## src/sv/fx248_pkg.sv

```systemverilog
// Shared constants and types for the 24.8 fixed / double converter.
// No dependencies; used by all fx248 modules and the top level.
package fx248_pkg;

    localparam logic [1:0] OP_D2F = 2'd0;  // double -> fixed
    localparam logic [1:0] OP_F2D = 2'd1;  // fixed -> double
    localparam logic [1:0] OP_F2I = 2'd2;  // fixed -> integer, toward zero
    localparam logic [1:0] OP_I2F = 2'd3;  // integer -> fixed

    localparam int FRAC_BITS_DEF = 8;
    localparam int FRAC_BITS_MAX = 16;

    localparam logic [10:0] DBL_BIAS = 11'd1023;
    localparam logic [10:0] DBL_EXP_ALL1 = 11'h7FF;

    // double -> fixed result
    typedef struct packed {
        logic signed [31:0] fixed;
        logic               flag;
    } t_d2f_res;

endpackage

```

## src/sv/fixed_24_8_float_converter.sv

```systemverilog
// Top level of the 24.8 fixed-point / double converter.
// Depends on fx248_pkg, fx248_dbl2fix, fx248_fix2dbl.
//
//  channel | direction | handshake            | payload
//  --------+-----------+----------------------+-------------------------------------------
//  request | in        | i_valid / o_stall    | i_operation, i_double_in, i_fixed_in,
//          |           |                      | i_integer_in
//  result  | out       | o_valid / i_stall    | o_fixed_out, o_double_out, o_integer_out,
//          |           |                      | o_range_flag
//
// Two register stages: an input register and a result register, with the
// conversion logic between them. A request is taken into the input register,
// and o_valid rises when the result register loads, which can wait behind a
// stalled result; one request per cycle is sustained while i_stall stays low.
// Reset (i_rst_n low, synchronous) empties both stages.
// A stalled result holds; the input register still takes a request while the
// result waits, and o_stall rises only when both stages are full.
module fixed_24_8_float_converter #(
    parameter int FRACTION_BITS = fx248_pkg::FRAC_BITS_DEF
) (
    input  logic               i_clk,
    input  logic               i_rst_n,
    input  logic               i_valid,
    output logic               o_stall,
    input  logic [1:0]         i_operation,
    input  logic [63:0]        i_double_in,
    input  logic signed [31:0] i_fixed_in,
    input  logic signed [23:0] i_integer_in,
    output logic               o_valid,
    input  logic               i_stall,
    output logic signed [31:0] o_fixed_out,
    output logic [63:0]        o_double_out,
    output logic signed [23:0] o_integer_out,
    output logic               o_range_flag
);

    // input register
    logic               r_s1_valid;
    logic [1:0]         r_op;
    logic [63:0]        r_dbl;
    logic signed [31:0] r_fix;
    logic signed [23:0] r_int;

    // result register
    logic               r_out_valid;
    logic signed [31:0] r_fixed_out;
    logic [63:0]        r_double_out;
    logic signed [23:0] r_integer_out;
    logic               r_range_flag;

    logic signed [31:0] n_fixed_out;
    logic [63:0]        n_double_out;
    logic signed [23:0] n_integer_out;
    logic               n_range_flag;

    logic adv_out;   // result register loads
    logic load_in;   // input register loads

    fx248_pkg::t_d2f_res d2f_res;
    logic [63:0]         f2d_dbl;

    logic [31:0]        frac_mask;
    logic signed [31:0] quo;
    logic signed [31:0] quo_tz;
    logic signed [40:0] i_scaled;

    assign adv_out = !(r_out_valid && i_stall);
    assign o_stall = r_s1_valid && !adv_out;
    assign load_in = !o_stall;

    always_ff @(posedge i_clk) begin
        if (!i_rst_n) begin
            r_s1_valid <= 1'b0;
        end else if (load_in) begin
            r_s1_valid <= i_valid;
        end
    end

    always_ff @(posedge i_clk) begin
        if (load_in && i_valid) begin
            r_op  <= i_operation;
            r_dbl <= i_double_in;
            r_fix <= i_fixed_in;
            r_int <= i_integer_in;
        end
    end

    fx248_dbl2fix #(.FRACTION_BITS(FRACTION_BITS)) u_dbl2fix (
        .i_double (r_dbl),
        .o_res    (d2f_res)
    );

    fx248_fix2dbl #(.FRACTION_BITS(FRACTION_BITS)) u_fix2dbl (
        .i_fixed  (r_fix),
        .o_double (f2d_dbl)
    );

    // fixed -> integer: arithmetic shift, then step toward zero on
    // negative values with dropped fraction bits
    assign frac_mask = (32'd1 << FRACTION_BITS) - 32'd1;
    assign quo       = r_fix >>> FRACTION_BITS;
    assign quo_tz    = (r_fix[31] && ((r_fix & frac_mask) != 32'd0)) ? quo + 32'sd1 : quo;

    // integer -> fixed, wide enough for the largest fraction width
    assign i_scaled = {{17{r_int[23]}}, r_int} <<< FRACTION_BITS;

    always_comb begin
        n_fixed_out   = '0;
        n_double_out  = '0;
        n_integer_out = '0;
        n_range_flag  = 1'b0;
        case (r_op)
            fx248_pkg::OP_D2F: begin
                n_fixed_out  = d2f_res.fixed;
                n_range_flag = d2f_res.flag;
            end
            fx248_pkg::OP_F2D: begin
                n_double_out = f2d_dbl;
            end
            fx248_pkg::OP_F2I: begin
                if (quo_tz > 32'sd8388607) begin
                    n_integer_out = 24'sh7F_FFFF;
                end else if (quo_tz < -32'sd8388608) begin
                    n_integer_out = 24'sh80_0000;
                end else begin
                    n_integer_out = quo_tz[23:0];
                end
            end
            fx248_pkg::OP_I2F: begin
                if (i_scaled > 41'sd2147483647) begin
                    n_fixed_out = 32'sh7FFF_FFFF;
                end else if (i_scaled < -41'sd2147483648) begin
                    n_fixed_out = 32'sh8000_0000;
                end else begin
                    n_fixed_out = i_scaled[31:0];
                end
            end
            default: begin
                n_fixed_out = '0;
            end
        endcase
    end

    always_ff @(posedge i_clk) begin
        if (!i_rst_n) begin
            r_out_valid <= 1'b0;
        end else if (adv_out) begin
            r_out_valid <= r_s1_valid;
        end
    end

    always_ff @(posedge i_clk) begin
        if (adv_out && r_s1_valid) begin
            r_fixed_out   <= n_fixed_out;
            r_double_out  <= n_double_out;
            r_integer_out <= n_integer_out;
            r_range_flag  <= n_range_flag;
        end
    end

    assign o_valid       = r_out_valid;
    assign o_fixed_out   = r_fixed_out;
    assign o_double_out  = r_double_out;
    assign o_integer_out = r_integer_out;
    assign o_range_flag  = r_range_flag;

    // input side backs up only behind a held result
    a_stall_needs_result: assert property (@(posedge i_clk) disable iff (!i_rst_n)
        o_stall |-> (o_valid && i_stall))
        else $error("o_stall without a held result");

    // a held result is never dropped
    a_result_kept: assert property (@(posedge i_clk) disable iff (!i_rst_n)
        (o_valid && i_stall) |=> o_valid)
        else $error("held result lost");

    // the flag only comes with a double -> fixed result
    a_flag_alone: assert property (@(posedge i_clk) disable iff (!i_rst_n)
        (o_valid && o_range_flag) |-> (o_double_out == 64'd0 && o_integer_out == 24'sd0))
        else $error("range flag with foreign result fields");

    // a double result leaves the other fields clear
    a_double_alone: assert property (@(posedge i_clk) disable iff (!i_rst_n)
        (o_valid && o_double_out != 64'd0) |->
        (o_fixed_out == 32'sd0 && o_integer_out == 24'sd0 && !o_range_flag))
        else $error("double result with foreign result fields");

endmodule

```

## src/sv/fx248_dbl2fix.sv

```systemverilog
// Double to signed fixed conversion, round half to even, saturating.
// Depends on fx248_pkg.
module fx248_dbl2fix #(
    parameter int FRACTION_BITS = fx248_pkg::FRAC_BITS_DEF
) (
    input  logic [63:0]         i_double,
    output fx248_pkg::t_d2f_res o_res
);

    logic               sgn;
    logic [10:0]        expo;
    logic [51:0]        frac;
    logic [52:0]        mant;
    logic signed [12:0] exp_s;
    logic [5:0]         sh;
    logic [105:0]       full;
    logic [31:0]        int_part;
    logic               rnd;
    logic               sticky;
    logic [32:0]        mag;
    logic [32:0]        neg_mag;

    assign sgn   = i_double[63];
    assign expo  = i_double[62:52];
    assign frac  = i_double[51:0];
    assign mant  = {(expo != 11'd0), frac};
    // binary exponent of the scaled value
    assign exp_s = $signed({2'b00, expo}) - $signed({2'b00, fx248_pkg::DBL_BIAS})
                   + 13'(FRACTION_BITS);
    assign sh    = 6'(13'sd52 - exp_s);
    assign full  = {mant, 53'd0} >> sh;
    assign int_part = full[84:53];
    assign rnd      = full[52];
    assign sticky   = |full[51:0];
    assign mag      = {1'b0, int_part} + 33'(rnd & (sticky | int_part[0]));
    assign neg_mag  = ~mag + 33'd1;

    always_comb begin
        o_res.fixed = '0;
        o_res.flag  = 1'b0;
        if (expo == fx248_pkg::DBL_EXP_ALL1 && frac != 52'd0) begin
            o_res.flag = 1'b1;                    // NaN
        end else if (exp_s > 13'sd31) begin
            o_res.flag  = 1'b1;                   // |x| * 2^FRACTION_BITS >= 2^32, or infinity
            o_res.fixed = sgn ? 32'sh8000_0000 : 32'sh7FFF_FFFF;
        end else if (exp_s < -13'sd1) begin
            o_res.fixed = '0;                     // scaled value below one half
        end else if (sgn) begin
            if (mag > 33'h0_8000_0000) begin
                o_res.flag  = 1'b1;
                o_res.fixed = 32'sh8000_0000;
            end else begin
                o_res.fixed = neg_mag[31:0];
            end
        end else begin
            if (mag > 33'h0_7FFF_FFFF) begin
                o_res.flag  = 1'b1;
                o_res.fixed = 32'sh7FFF_FFFF;
            end else begin
                o_res.fixed = mag[31:0];
            end
        end
    end

endmodule

```

## src/sv/fx248_fix2dbl.sv

```systemverilog
// Signed fixed to exact double: leading-one search and normalize.
// Depends on fx248_pkg.
module fx248_fix2dbl #(
    parameter int FRACTION_BITS = fx248_pkg::FRAC_BITS_DEF
) (
    input  logic signed [31:0] i_fixed,
    output logic [63:0]        o_double
);

    logic        sgn;
    logic [31:0] mag;
    logic [4:0]  lead;
    logic [31:0] norm;
    logic [10:0] expo;

    assign sgn = i_fixed[31];
    assign mag = sgn ? (~i_fixed + 32'd1) : i_fixed;

    always_comb begin
        lead = '0;
        for (int i = 0; i < 32; i++) begin
            if (mag[i]) begin
                lead = 5'(i);
            end
        end
    end

    assign norm = mag << (~lead);
    assign expo = fx248_pkg::DBL_BIAS + 11'(lead) - 11'(FRACTION_BITS);

    always_comb begin
        if (mag == 32'd0) begin
            o_double = '0;
        end else begin
            o_double = {sgn, expo, norm[30:0], 21'd0};
        end
    end

endmodule

```

## config.mk

```make
export PLATFORM = sky130hd
export DESIGN_NAME = fixed_24_8_float_converter
export DESIGN_NICKNAME = d
export VERILOG_FILES = /design/src/sv/fx248_pkg.sv /design/src/sv/fixed_24_8_float_converter.sv /design/src/sv/fx248_dbl2fix.sv /design/src/sv/fx248_fix2dbl.sv
export SDC_FILE = /design/constraint.sdc
export NUM_CORES = 1
export LEC_CHECK = 0
export CAP_MARGIN = 0
export CORE_AREA = 2 2 229 231
export CTS_BUF_LIST = sky130_fd_sc_hd__clkbuf_4 sky130_fd_sc_hd__clkbuf_8 sky130_fd_sc_hd__clkbuf_16
export DETAILED_ROUTE_END_ITERATION = 10
export DIE_AREA = 0 0 231 233
export DONT_BUFFER_PORTS = 1
export PLACE_DENSITY_LB_ADDON = 0.15
export SETUP_SLACK_MARGIN = 0.02
export SLEW_MARGIN = 30
export SYNTH_ARGS = -nofsm -noshare
export SYNTH_HDL_FRONTEND = slang
export SYNTH_HIERARCHICAL = 1
export SYNTH_SLANG_ARGS = --single-unit
```

## constraint.sdc

```tcl
create_clock -name i_clk -period 11.48 [get_ports i_clk]
set_input_delay 1.148 -clock i_clk [delete_from_list [all_inputs] [get_ports i_clk]]
set_output_delay 1.148 -clock i_clk [all_outputs]
set_load 0.05 [all_outputs]
```

; Word level (Yosys, flattened, before mapping)
; Cells that the tools add are included.
[word_totals]
regBits = 245
in_bits = 126
elab_cells = 107
[op_classes]
reduce_logical = 16
magnitude_cmp = 8
n_eq_ne = 4
n_addsub = 9
n_bitwise = 7
shifts = 2
muxes = 49
[ops]
columns = operator, n
row1 = $mux 32, 9
row2 = $shr 106x6->85, 1
row3 = $mux 5, 16
row4 = $mux 33, 2
row5 = $add 32x1->32 const B, 2
row6 = $not 32->32, 2
row7 = $pmux 32 s2, 1
row8 = $reduce_bool 52->1, 1
row9 = $reduce_or 52->1, 1
row10 = $add 32x33->33, 1
row11 = $and 1x33->33, 1
row12 = $gt 33x31->1 const B, 1
row13 = $gt 33x32->1 const B, 1
row14 = $gt 32x24->1 const B, 1
row15 = $gt 32x32->1 const B, 1
row16 = $logic_not 32->1, 1
row17 = $lt 32x24->1 const B, 1
row18 = $lt 32x32->1 const B, 1
row19 = $mux 4, 8
row20 = $reduce_bool 32->1, 1
row21 = $shl 32x5->31, 1
row22 = $add 24x2->25 const B, 1
row23 = $mux 24, 1
row24 = $mux 23, 1
row25 = other kinds (21), 38

; Depth between registers and ports, before layout
; Gate-level depths: netlist of the first run.
[depth]
ltp_word = 36
ltp_mapped = 31

; By module
; The synthesis of the first run kept the hierarchy.
[modules_own_cells]
columns = module, cells_per_inst, seq_area_each_um2, instances, area_per_inst_um2
row1 = fixed_24_8_float_converter, 491, 7337.0, 1, 9064.9
row2 = fx248_dbl2fix, 1053, 0.0, 1, 7482.2
row3 = fx248_fix2dbl, 660, 0.0, 1, 4235.3

; Least setup slack after synthesis of the first run
; No wires, ideal clock.
[synth_path]
kind = input to register
start = in i_stall
end = reg r_double_out[0], in the netlist o_double_out[0], enable pin
cell_stages = 1
n_path_buf = 0
arrival_ns = 9.899
slack_ns = 0.796
cell_sequence = a21boi_0
[synth_via]
elab_chain_len = 3
[synth_rtl]
columns = item, line
row1 = "start, declared", fixed_24_8_float_converter.sv:30  ; input logic i_stall,
row2 = $logic_and 1x1->1, fixed_24_8_float_converter.sv:67  ; assign adv_out = !(r_out_valid && i_stall);
row3 = $logic_not 1->1, fixed_24_8_float_converter.sv:67
row4 = $logic_and 1x1->1, fixed_24_8_float_converter.sv:153  ; if (adv_out && r_s1_valid) begin
row5 = "end signal, assigned", fixed_24_8_float_converter.sv:155  ; r_double_out <= n_double_out;
row6 = "end, declared", fixed_24_8_float_converter.sv:47  ; logic [63:0] r_double_out;
; No other way between the ends.
; A chain may end at the register's enable or synchronous reset.

==> impl.org, run 1 <==
** Timing
- Hold is met by 528.5 ps.
- Setup repair after global routing left no endpoint under its margin.
- Number of hold-slack violations in the final timing report :: 0
- Maximum frequency from static timing analysis :: 0.1148 GHz
- Worst max-slew margin expressed relative to the limit :: 30.97%
- Setup violations remaining at the end of the flow were counted as 0.
- Final number of max-transition violations :: 0
- In the final timing run, aggregate negative setup slack is 0 ps.
- Worst slew pin tran :: 1028 ps
- Min cycle time layout :: 8711 ps
- Worst Clk Skew :: 36.52 ps
- Final worst path period share :: 75.88%

** Final layout
- For this run, the post-layout net count is 2246.
- Footprint of the flip-flops and latches :: 7337 um^2
- Layout Cells excl Fill :: 2805
- The post-route netlist has 12.10% of its cells at a drive strength greater than 1.
- Multi-input gate area in the final layout :: 12410 um^2
- Area growth syn-to-layout :: 6.032%
- Leaving out fill and tap cells, the most frequent cells in the layout are sky130_fd_sc_hd__edfxtp_1, sky130_fd_sc_hd__nor2_1, sky130_fd_sc_hd__nand2_1.
- The filler cells instantiated in the layout total 5019.
- The library cell used most frequently in the layout, excluding fill and tap cells, is sky130_fd_sc_hd__edfxtp_1.

** Power and ir drop
- In this run switching power makes up 40.66% of total power.
- Total power per unit cell area :: 163.4 nW/um^2
- Total power for the finished layout comes to 3.600 mW.
- Combinational logic burns 40.4% of the power.
- Worst supply voltage drop on vdd :: 0.0001280 V
- Int Pwr :: 2.136 mW
- Sequential cells burn 33.1% of the power.
- Power spent charging and discharging nets :: 1.464 mW
- The analysis attributes to cell leakage a power of 7.309 nW.
- The clock network is responsible for 26.5% of the overall power.

** Placement
- Number of placed instances with taps included :: 2752
- Routability-driven placement finished with a final weighted congestion of 0.9211.
- During placement, the flow inserted port buffers numbering 0.
- The HPWL after detailed placement is 51160 um.

** Drt
- For this block, the via count after detailed routing is 18040.
- The first routing iteration left 2002 violations.
- In the final routed layout, each cell accounts on average for 24.14 um.
- Drt drc :: 0
- Wirelength, routed :: 67710 um
- In this run the remaining antenna-violating nets after routing total 0.
- Number of vias per cell after detailed routing :: 6.433
- Pre-antenna DRT Iters :: 6

** Synth
- Post-synthesis instance area :: 20780 um^2
- Counting flops with a built-in enable in the synthesized netlist gives 243.
- Synthesis handed over a netlist of 2204 instances.
- Async set-or-reset flop fraction in the synthesized netlist :: 0%
- Each instance of the synthesized netlist takes up on average 9.429 um^2.
- Distinct cell type count of the synthesized netlist :: 130
- For this run, the leading register cell type out of synthesis is sky130_fd_sc_hd__edfxtp_1.
- Of the synthesized area, sequential elements account for 35.30%.
- During synthesis, Yosys emitted a total of 6 warnings.
- The synthesized design contains 245 register bits.

** CTS
- The clock passes through at most 3 buffers.
- CTS sink cnt :: 245
- The tree is rooted in a sky130_fd_sc_hd__clkbuf_16.
- Number of H-tree levels :: 1
- TritonCTS clock tree :: yes
- Number of buffers created by CTS :: 28
- Clock slew at reported path FFs :: 60 ps
- In this run, post-CTS repair resized a total of 0 instances.
- For this design, the CTS-stage hold fixing added 0 buffers.
- Number of setup buffers added after CTS :: 0
- Clock latency on the worst-skew pair, taken at its later pin, is 570 ps.

** Setup path
- Counting stages on the worst path, the most repeated cell is sky130_fd_sc_hd__ha_1.
- STA classifies the critical path endpoint as a register.
- Data on the critical path arrives at its endpoint at 9120 ps.
- STA classifies the critical path startpoint as a register.
- CP Cell Sequence :: buf_4, ha_1, ha_1, o21ai_2, a21oi_2, buf_4, nor2_2, o21ai_0, or2_0, mux4_2, nor2_1, ha_1, inv_1, a2111oi_4, o31ai_1, nor4_4, nand4_1, xor2_1, nor4b_1, nand4_1, o311ai_4, and2b_1, o221a_1, a22o_1
- The worst setup path is of the register to register kind.
- For this design, the slowest cell found on the critical path is sky130_fd_sc_hd__nor2_2.
- Critical path fanouts, max :: 68
- The largest single stage delay on the critical path is 680 ps.
- Required time reported for the critical path endpoint :: 11890 ps

** Run status
- Run status :: complete, no violations

** Die
- Number of rows created at floorplan :: 83
- After floorplanning, the core was sized to cover 51090 um^2.
- Die height :: 233 um
- Initial core utilization :: 40.67%
- Total die area :: 53820 um^2
- The die is 231 um wide.
- I/O Pins :: 249

** Run
- The tool flagged a number of max-cap violations equal to 0.

** GRT
- Number of global-route vias before repair :: 17050
- Number of antenna violations at the first check in global routing :: 4
- For this run, the total global-route usage over all layers was measured as 24.49%.
- Entering global routing, the biggest net connects 77 pins.
- First-pass GRT wire length :: 104600 um
- After global routing the overflow that remains totals 0.

** Worst hold path
- The path class of the tightest hold or removal check is register to register.
cells in the mapped netlist, types with 8 or more instances:
master	instances	area, um^2
sky130_fd_sc_hd__xor2_1	36	315.3
sky130_fd_sc_hd__nor3_1	67	335.3
sky130_fd_sc_hd__buf_2	48	240.2
sky130_fd_sc_hd__nor4_1	48	300.3
sky130_fd_sc_hd__or4_1	14	105.1
sky130_fd_sc_hd__inv_1	52	195.2
sky130_fd_sc_hd__a41oi_1	8	70.07
sky130_fd_sc_hd__a211oi_1	29	217.7
sky130_fd_sc_hd__or2_2	9	56.30
sky130_fd_sc_hd__o21ai_0	93	465.5
sky130_fd_sc_hd__a21boi_0	9	67.56
sky130_fd_sc_hd__a22o_1	35	306.5
sky130_fd_sc_hd__xnor2_1	67	586.8
sky130_fd_sc_hd__or3_1	11	68.82
sky130_fd_sc_hd__o21ai_1	15	75.07
sky130_fd_sc_hd__mux4_2	60	1351
sky130_fd_sc_hd__mux2i_1	27	270.3
sky130_fd_sc_hd__edfxtp_1	243	7297
sky130_fd_sc_hd__and3_1	25	156.4
sky130_fd_sc_hd__a31oi_1	28	175.2
sky130_fd_sc_hd__clkbuf_1	77	289.0
sky130_fd_sc_hd__nand3_1	71	355.3
sky130_fd_sc_hd__o221ai_1	10	87.58
sky130_fd_sc_hd__nand2_1	153	574.3
sky130_fd_sc_hd__ha_1	17	212.7
sky130_fd_sc_hd__nor4b_1	10	87.58
sky130_fd_sc_hd__and2_1	99	619.3
sky130_fd_sc_hd__o31a_1	9	78.83
sky130_fd_sc_hd__o21a_1	8	60.06
sky130_fd_sc_hd__o211ai_1	32	240.2
sky130_fd_sc_hd__o31ai_1	21	157.7
sky130_fd_sc_hd__buf_6	15	168.9
sky130_fd_sc_hd__buf_4	32	240.2
sky130_fd_sc_hd__o22ai_1	91	569.3
sky130_fd_sc_hd__a21oi_1	76	380.4
sky130_fd_sc_hd__nor2_1	217	814.5
sky130_fd_sc_hd__and4_1	9	78.83
sky130_fd_sc_hd__mux2_2	21	236.5
sky130_fd_sc_hd__nand2b_1	9	56.30
sky130_fd_sc_hd__a21o_1	14	105.1
sky130_fd_sc_hd__nand4_1	60	375.4
sky130_fd_sc_hd__nor2b_1	10	62.56
critical path: cells and delay by family, from the launching register on:
kind                     cells  cell delay [ps]
AO/OA/AOI/OAI                8             2140
flip-flops                   1              360
multiplexers                 1              620
adder cells (fa/ha/maj)      3              900
AND/OR/NAND/NOR              8             3060
XOR/XNOR                     1              450
buffers and inverters        3             1000
worst paths after layout:
check / endpoint / from / cells past startpoint / slack [ps]
worst min-delay path: o_valid$_SDFFE_PN0N_ / r_s1_valid$_SDFFE_PN0N_ / 2 / 530
worst min register to register: o_valid$_SDFFE_PN0N_ / r_s1_valid$_SDFFE_PN0N_ / 2 / 530
worst max register to register: o_fixed_out[23]$_DFFE_PP_ / r_dbl[52]$_DFFE_PP_ / 24 / 2770
worst max-delay path: o_fixed_out[23]$_DFFE_PP_ / r_dbl[52]$_DFFE_PP_ / 24 / 2770
registers in the layout, indices dropped and copies added (netlist names):
register,cells
o_valid,1
o_fixed_out,32
r_int,24
o_range_flag,1
r_fix,32
o_double_out,64
r_dbl,64
o_integer_out,24
r_op,2
r_s1_valid,1
stage by stage:
step	instance area, um^2	setup slack [ps]	util, %
floorplan	20860	796.4	-
global placement	20990	2886	41.08
detailed placement	21000	2617	41.11
CTS	22000	2543	43.06
global route	22030	2091	43.12
finish	22040	2769	43.13
per-layer routing:
layer  vias to the layer above  routed length [um]  share of wire (%)  global-route usage, %
met2                       771               29500                 44                  36.98
met1                      8828               32330                 48                  36.91
li1                       8354                   -                  -                      -
met4                         4                1241                1.8                  4.778
met3                        87                4614                6.8                  3.836
met5                         -                  27              0.040                      0
power groups by stage:
stage | sequential [mW] | combinational (mW) | clock (mW)
after global routing | 1.20 | 1.57 | 1.01
after floorplan | 1.19 | 1.07 | 0
after CTS | 1.19 | 1.42 | 0.985
after global placement | 1.21 | 1.42 | 0
after detailed placement | 1.21 | 1.42 | 0
final | 1.19 | 1.45 | 0.953
logic make-up after synthesis:
kind of cell	Yosys count	synth area share [%]
other	1	0.01804
buffers and inverters	235	5.665
AND/OR/NAND/NOR	882	23.05
multiplexers	112	9.211
XOR/XNOR	107	4.654
flip-flops	245	35.30
AO/OA/AOI/OAI	605	21.07
adder cells (fa/ha/maj)	17	1.023
final cells by class:
class,instances,share of cell area (%)
antenna,1,0.01136
clock buffer,33,3.429
clock inverter,18,1.096
inverter,56,0.9653
multi-input combinational,1745,56.31
sequential,245,33.30
tap,680,3.861
timing repair buffer,27,1.028
Power figures use the tool's default switching activity.
==> inputs of run 2 (changes only) <==
- ABC_AREA: not set -> 1
- CORE_AREA: 2 2 229 231 -> 2 2 233 235
- DIE_AREA: 0 0 231 233 -> 0 0 235 237
- clock period: 11.48 -> 7.9 ns (I/O delays scaled with it)
==> impl.org, run 2 <==
** Die
- Initial core utilization :: 40.54%
- Total die area :: 55700 um^2
- The floorplan step set the die width to 235 um.
- Row generation in the floorplan step produced 85 rows.
- Measured along the y axis, the die boundary spans 237 um.
- Area of the core region :: 53280 um^2
- In this run the count of I/O pins placed on the die edge is 249.

** Final layout
- Layout Cells excl Fill :: 3822
- Fill cell instance count of the final layout :: 5555
- The sequential cells in the finished layout cover a total of 7337 um^2.
- Most frequent cells in the layout :: sky130_fd_sc_hd__nand2_1, sky130_fd_sc_hd__nand3_1, sky130_fd_sc_hd__inv_1
- The finished cells cover 22710 um^2.
- Leaving out fill and tap cells, the most frequent cell in the layout is sky130_fd_sc_hd__nand2_1.
- Multi-input gate area in the final layout :: 12070 um^2
- At the end of the flow the core is filled with cells to 42.63%.
- In the final design database the tool counted 3247 nets.
- From synthesis to final layout, the design area changed by 5.161%.
- Share of post-route cells with drive strength above 1 :: 10.43%

** Timing
- Across all setup checks in the final design, the least slack found is 996.1 ps.
- Worst max-slew margin expressed relative to the limit :: 37.13%
- The clock arrives with 24.56 ps of skew.
- Setup repair after global routing missed its margin :: false
- Min cycle time layout :: 6904 ps
- TNS Setup :: 0 ps
- The hold violation count in the final report came to 0.
- Final setup viols :: 0
- Maximum frequency from static timing analysis :: 0.1448 GHz
- Hold is met by 322.9 ps.
- Worst slew pin tran :: 937.2 ps
- Final number of max-transition violations :: 0
- Final worst path period share :: 87.39%

** Drt
- The routed layout has 20700 vias.
- In the final routed layout, each cell accounts on average for 18.69 um.
- Drt drc :: 0
- Using the TritonRoute via totals, the vias-per-cell ratio works out to 5.415.
- For this block, the initial DRC count from the detailed router was 1871.
- Antenna viol nets, final :: 0
- Pre-antenna DRT Iters :: 8
- Wirelength, routed :: 71430 um

** Synth
- The most used flip-flop cell after synthesis is sky130_fd_sc_hd__edfxtp_1.
- After synthesis, flip-flops and latches occupy 33.97% of the total area.
- Yosys printed 6 warnings.
- Cell accounting for the most synthesized area :: sky130_fd_sc_hd__edfxtp_1
- Yosys instantiated no cell more often than sky130_fd_sc_hd__nand2_1.
- Distinct cell type count of the synthesized netlist :: 60
- After synthesis, the cell types taking the most area are sky130_fd_sc_hd__edfxtp_1, sky130_fd_sc_hd__nand2_1, sky130_fd_sc_hd__nand3_1.
- Sorting the synthesized cells by how often they occur yields sky130_fd_sc_hd__nand2_1, sky130_fd_sc_hd__nand3_1, sky130_fd_sc_hd__inv_1, sky130_fd_sc_hd__edfxtp_1, sky130_fd_sc_hd__nor2_1.
- Averaged over all synthesized cells, the footprint is 6.752 um^2.
- Async set-or-reset flop fraction in the synthesized netlist :: 0%
- Share of the synthesized area in the top cell type :: 33.78%
- Number of synthesized register bits :: 245
- In this run, synthesis inferred 243 flip-flops with an integrated enable.
- Synthesized netlist cell count :: 3199
- Summing every instance area after synthesis gives 21600 um^2.

** Setup path
- For flop-to-flop paths, the worst setup slack is 1000 ps.
- Buffering stage count on the worst path with inverters included :: 3
- The slowest stage of the critical path belongs to the cell sky130_fd_sc_hd__xnor2_4.
- For the worst setup path, the data arrival time is 7300 ps.
- Data on the critical path is required at its endpoint by 8300 ps.
- Cell family contributing the most delay on the critical path :: simple AND/OR/NAND/NOR gates
- STA classifies the critical path endpoint as a register.
- Critical path fanouts, max :: 43
- Element type at the critical path start :: register
- Worst setup path class :: register to register
- Delay of the slowest critical-path stage :: 710 ps

** CTS
- CTS built an H-tree with a depth of 1.
- Hold repair after CTS inserted 0 buffers.
- For the worst-skew pair, the clock arrives at the later sink with an insertion delay of 560 ps.
- TritonCTS built the clock tree.
- The number of clock buffers added by TritonCTS is 28.
- No sink is reached through more buffers than the 3 on the longest clock path.
- In this run, post-CTS repair resized a total of 0 instances.
- In this run the post-CTS setup repair buffer count came out at 0.
- Root buffer cell :: sky130_fd_sc_hd__clkbuf_16
- Clock-pin slew was measured on the worst setup and hold paths at 70 ps.
- The clock net in this run drives a total of 245 sinks.

** GRT
- First-pass GRT wire length :: 110700 um
- Pin count of the biggest net entering global routing :: 115
- The via count of the first global-routing pass came to 19070.
- For this run, the total global-route usage over all layers was measured as 24.83%.
- The total overflow left after global routing is 0.
- Number of antenna violations at the first check in global routing :: 2

** Placement
- Input and output buffers added on the ports amount to 0.
- Detailed placement ended at an HPWL of 55490 um.
- Number of placed instances with taps included :: 3770
- OpenSTA, run right after detailed placement, puts the worst setup slack at 1112 ps.
- The placed instances occupy a cell area of 21700 um^2.
- The congestion estimate from routability-driven global placement came to 0.9360.

** Power and ir drop
- Power spread over the standard cell area amounts to 225.1 nW/um^2.
- Worst supply voltage drop on vdd :: 0.0001704 V
- Total power for the finished layout comes to 5.113 mW.
- The analysis attributes to cell leakage a power of 10.46 nW.

** Run
- Across the run, the number of max-cap violations was 0.

** Run status
- Run status :: complete, no violations

** Worst hold path
- Type of the worst min-delay path :: primary input to register
==> run 2: worst paths after layout <==
check | start | to | cells past startpoint
worst max-delay path | r_dbl[52]$_DFFE_PP_ | o_fixed_out[23]$_DFFE_PP_ | 28
worst min-delay path | i_integer_in[22] | r_int[22]$_DFFE_PP_ | 0
worst max register to register | r_dbl[52]$_DFFE_PP_ | o_fixed_out[23]$_DFFE_PP_ | 28
worst min register to register | r_s1_valid$_SDFFE_PN0N_ | o_valid$_SDFFE_PN0N_ | 2
==> run 2: per-layer routing <==
metal,global-route usage [%],vias to the layer above,share of wire [%]
li1,-,10240,-
met5,0,-,0.0098
met3,3.812,82,6.5
met2,39.45,756,45
met1,35.31,9613,46
met4,6.214,2,2.4
==> run 2: cells by family (layout without fill, tap and decap cells) <==
group,after synthesis,in the layout,share of synthesized area (%)
and+or+nand+nor,2183,2183,46.54
buffers and inverters,495,400,10.72
DFF,245,245,33.97
AOI/OAI and AO/OA,207,207,5.492
xor gates and xnor gates,51,51,2.277
adders and majority gates,17,17,0.9847
other,1,23,0.01736
==> run 2: report_power, final <==
group          switching (mW)  leakage [nW]  total (mW)  internal [mW]
Clock                   0.539         0.492        1.39          0.849
Sequential              0.156          2.42        1.67           1.52
Combinational            1.49          7.55        2.05          0.557
Total                    2.19          10.5        5.11           2.92
==> run 2: layout make-up <==
type | instances | area share [%]
Timing Repair Buffer | 20 | 0.8208
Antenna cell | 1 | 0.01102
Inverter | 329 | 5.497
Multi-Input combinational cell | 2480 | 53.15
Sequential cell | 245 | 32.30
Tap cell | 696 | 3.834
Clock inverter | 19 | 1.096
Clock buffer | 32 | 3.294
==> inputs of run 3 (changes only) <==
- CORE_AREA: 2 2 233 235 -> 3 3 234 236
- CTS_CLUSTER_SIZE: not set -> 14
- DIE_AREA: 0 0 235 237 -> 0 0 237 239
==> impl.org, run 3 (synthesis results as in run 2) <==
** Drt
- Pre-antenna DRT Iters :: 6
- In the routed design, unresolved DRC markers number 0.
- In the final routed layout, each cell accounts on average for 18.22 um.
- Violation count after the first detailed-route iteration :: 2021
- Wirelength, routed :: 69580 um
- Routed vias :: 20550
- Once detail routing completed, the nets flagged for antenna violations numbered 0.
- Number of vias per cell after detailed routing :: 5.380

** Timing
- In this run the tightest slew margin relative to its limit is 37.37%.
- Final worst path period share :: 84.12%
- Setup violations remaining at the end of the flow were counted as 0.
- At the pin with the least slew margin, the transition time is 938.4 ps.
- Worst-case hold slack :: 330.3 ps
- TNS Setup :: 0 ps
- Derived from the worst setup path, the maximum achievable clock frequency is 0.1505 GHz.
- The worst path in the final design needs a cycle of 6646 ps, including I/O delays and setup.
- The clock arrives with 19.22 ps of skew.
- Setup repair after global routing left no endpoint under its margin.
- Final number of max-transition violations :: 0
- Number of hold-slack violations in the final timing report :: 0

** Setup path
- Critical path fanouts, max :: 92
- Worst setup path class :: register to register
- Data arrives at the worst endpoint at 7030 ps.
- Cell family contributing the most delay on the critical path :: simple AND/OR/NAND/NOR gates
- STA classifies the critical path startpoint as a register.
- Required time reported for the critical path endpoint :: 8290 ps
- Delay of the slowest critical-path stage :: 710 ps
- Buffering stage count on the worst path with inverters included :: 6
- The slowest stage of the critical path belongs to the cell sky130_fd_sc_hd__buf_4.
- The worst setup path is captured at a register.
- Cell with the most instances on the worst path :: sky130_fd_sc_hd__nand2_1

** Final layout
- Layout Cells excl Fill :: 3820
- In the final layout, the multi-input gates occupy 12080 um^2.
- Share of post-route cells with drive strength above 1 :: 10.48%
- After routing the design area is 22640 um^2.
- Final-stage net count :: 3252
- Footprint of the flip-flops and latches :: 7337 um^2
- Area growth syn-to-layout :: 4.802%
- The layout has 5469 filler cells.
- In the layout the commonest cells are sky130_fd_sc_hd__nand2_1, sky130_fd_sc_hd__nand3_1, sky130_fd_sc_hd__inv_1.
- Leaving out fill and tap cells, the most frequent cell in the layout is sky130_fd_sc_hd__nand2_1.

** GRT
- First-pass GRT wire length :: 107500 um
- Pin count of the biggest net entering global routing :: 93
- Sum of overflow across all layers after global routing :: 0
- Number of antenna violations at the first check in global routing :: 4
- Number of global-route vias before repair :: 19050
- Global routing used 23.55% of the available tracks.

** CTS
- Once the clock tree was built, the resizer swapped 0 gates to a different size.
- No sink is reached through more buffers than the 3 on the longest clock path.
- CTS placed an instance of sky130_fd_sc_hd__clkbuf_16 at the clock tree root.
- Counting the buffers created by CTS gives 28.
- After clock tree synthesis, the clock-pin slew on the worst setup and hold paths is 60 ps.
- The clock reaches the later pin of the worst-skew pair after 550 ps.
- After clock tree synthesis, the flow added hold-fix buffers numbering 0.
- CTS sink cnt :: 245
- TritonCTS built the clock tree.
- In this run the number of H-tree levels came out at 1.
- Buffers added to address setup during post-CTS repair amount to 0.

** Placement
- Once detailed placement completed, the half-perimeter wirelength came to 54480 um.
- Summing all placed instances gives a cell area of 21700 um^2.
- Number of placed instances with taps included :: 3767
- Buffers placed on the I/O ports in this run total 0.
- Routability-driven placement finished with a final weighted congestion of 1.008.

** Die
- Number of rows created at floorplan :: 84
- Area of the core region :: 52660 um^2
- Total die area :: 56640 um^2
- Die W :: 237 um
- Once the floorplan was initialized, standard cells occupied 41.02% of the core.
- 249 I/O pins were placed.
- Measured along the y axis, the die boundary spans 239 um.

** Worst hold path
- Type of the worst min-delay path :: primary input to register

** Power and ir drop
- Logic gate share of total power :: 40.8%
- Of the total power, the share spent switching nets is 43.08%.
- In this run the power spent charging and discharging nets is 2.136 mW.
- The clock network burns 25.5% of the power.
- Internal power comes to 2.822 mW.
- VDD sags by at most 0.0001818 V.
- In this run the static leakage power is 10.43 nW.
- Flop pwr share :: 33.7%
- For this design the ratio of total power to cell area is 219.0 nW/um^2.

** Run status
- Run status :: complete, no violations

** Run
- Across the run, the number of max-cap violations was 0.
[run 3: power groups by stage]
stage / sequential (mW) / combinational, mW / clock [mW]
finish: 1.67 / 2.02 / 1.26
CTS: 1.67 / 1.99 / 1.31
global placement: 1.70 / 1.99 / 0
detailed placement: 1.70 / 1.99 / 0
global route: 1.68 / 2.26 / 1.35
floorplan: 1.68 / 1.55 / 0
[run 3: final timing paths]
kind,slack (ps),to,cells past startpoint,start
hold reg to reg,530,o_valid$_SDFFE_PN0N_,2,r_s1_valid$_SDFFE_PN0N_
hold / removal,330,r_dbl[17]$_DFFE_PP_,0,i_double_in[17]
setup / recovery,1250,o_fixed_out[20]$_DFFE_PP_,35,r_dbl[52]$_DFFE_PP_
setup reg to reg,1250,o_fixed_out[20]$_DFFE_PP_,35,r_dbl[52]$_DFFE_PP_
[run 3: metal layers]
layer / global-route usage (%) / wire length (um) / vias up
met5: 0 / 27 / -
met4: 5.003 / 1432 / 4
met3: 4.003 / 4416 / 85
met2: 37.51 / 31400 / 715
met1: 33.68 / 32300 / 9497
li1: - / - / 10250
[run 3: layout make-up]
class	instances	share of cell area, %
Antenna cell	3	0.03316
Clock buffer	33	3.338
Clock inverter	17	0.6964
Inverter	329	5.516
Multi-Input combinational cell	2480	53.35
Sequential cell	245	32.41
Tap cell	688	3.803
Timing Repair Buffer	25	0.8457
[run 3: stage by stage]
stage | util, % | total power [mW] | setup slack, ps
2_1_floorplan | - | 3.230 | 620.6
3_3_place_gp | 41.19 | 3.686 | 1389
3_5_place_dp | 41.21 | 3.689 | 1277
4_1_cts | 42.95 | 4.974 | 1244
5_1_grt | 42.98 | 5.293 | 610.5
6_report | 42.99 | 4.957 | 1254
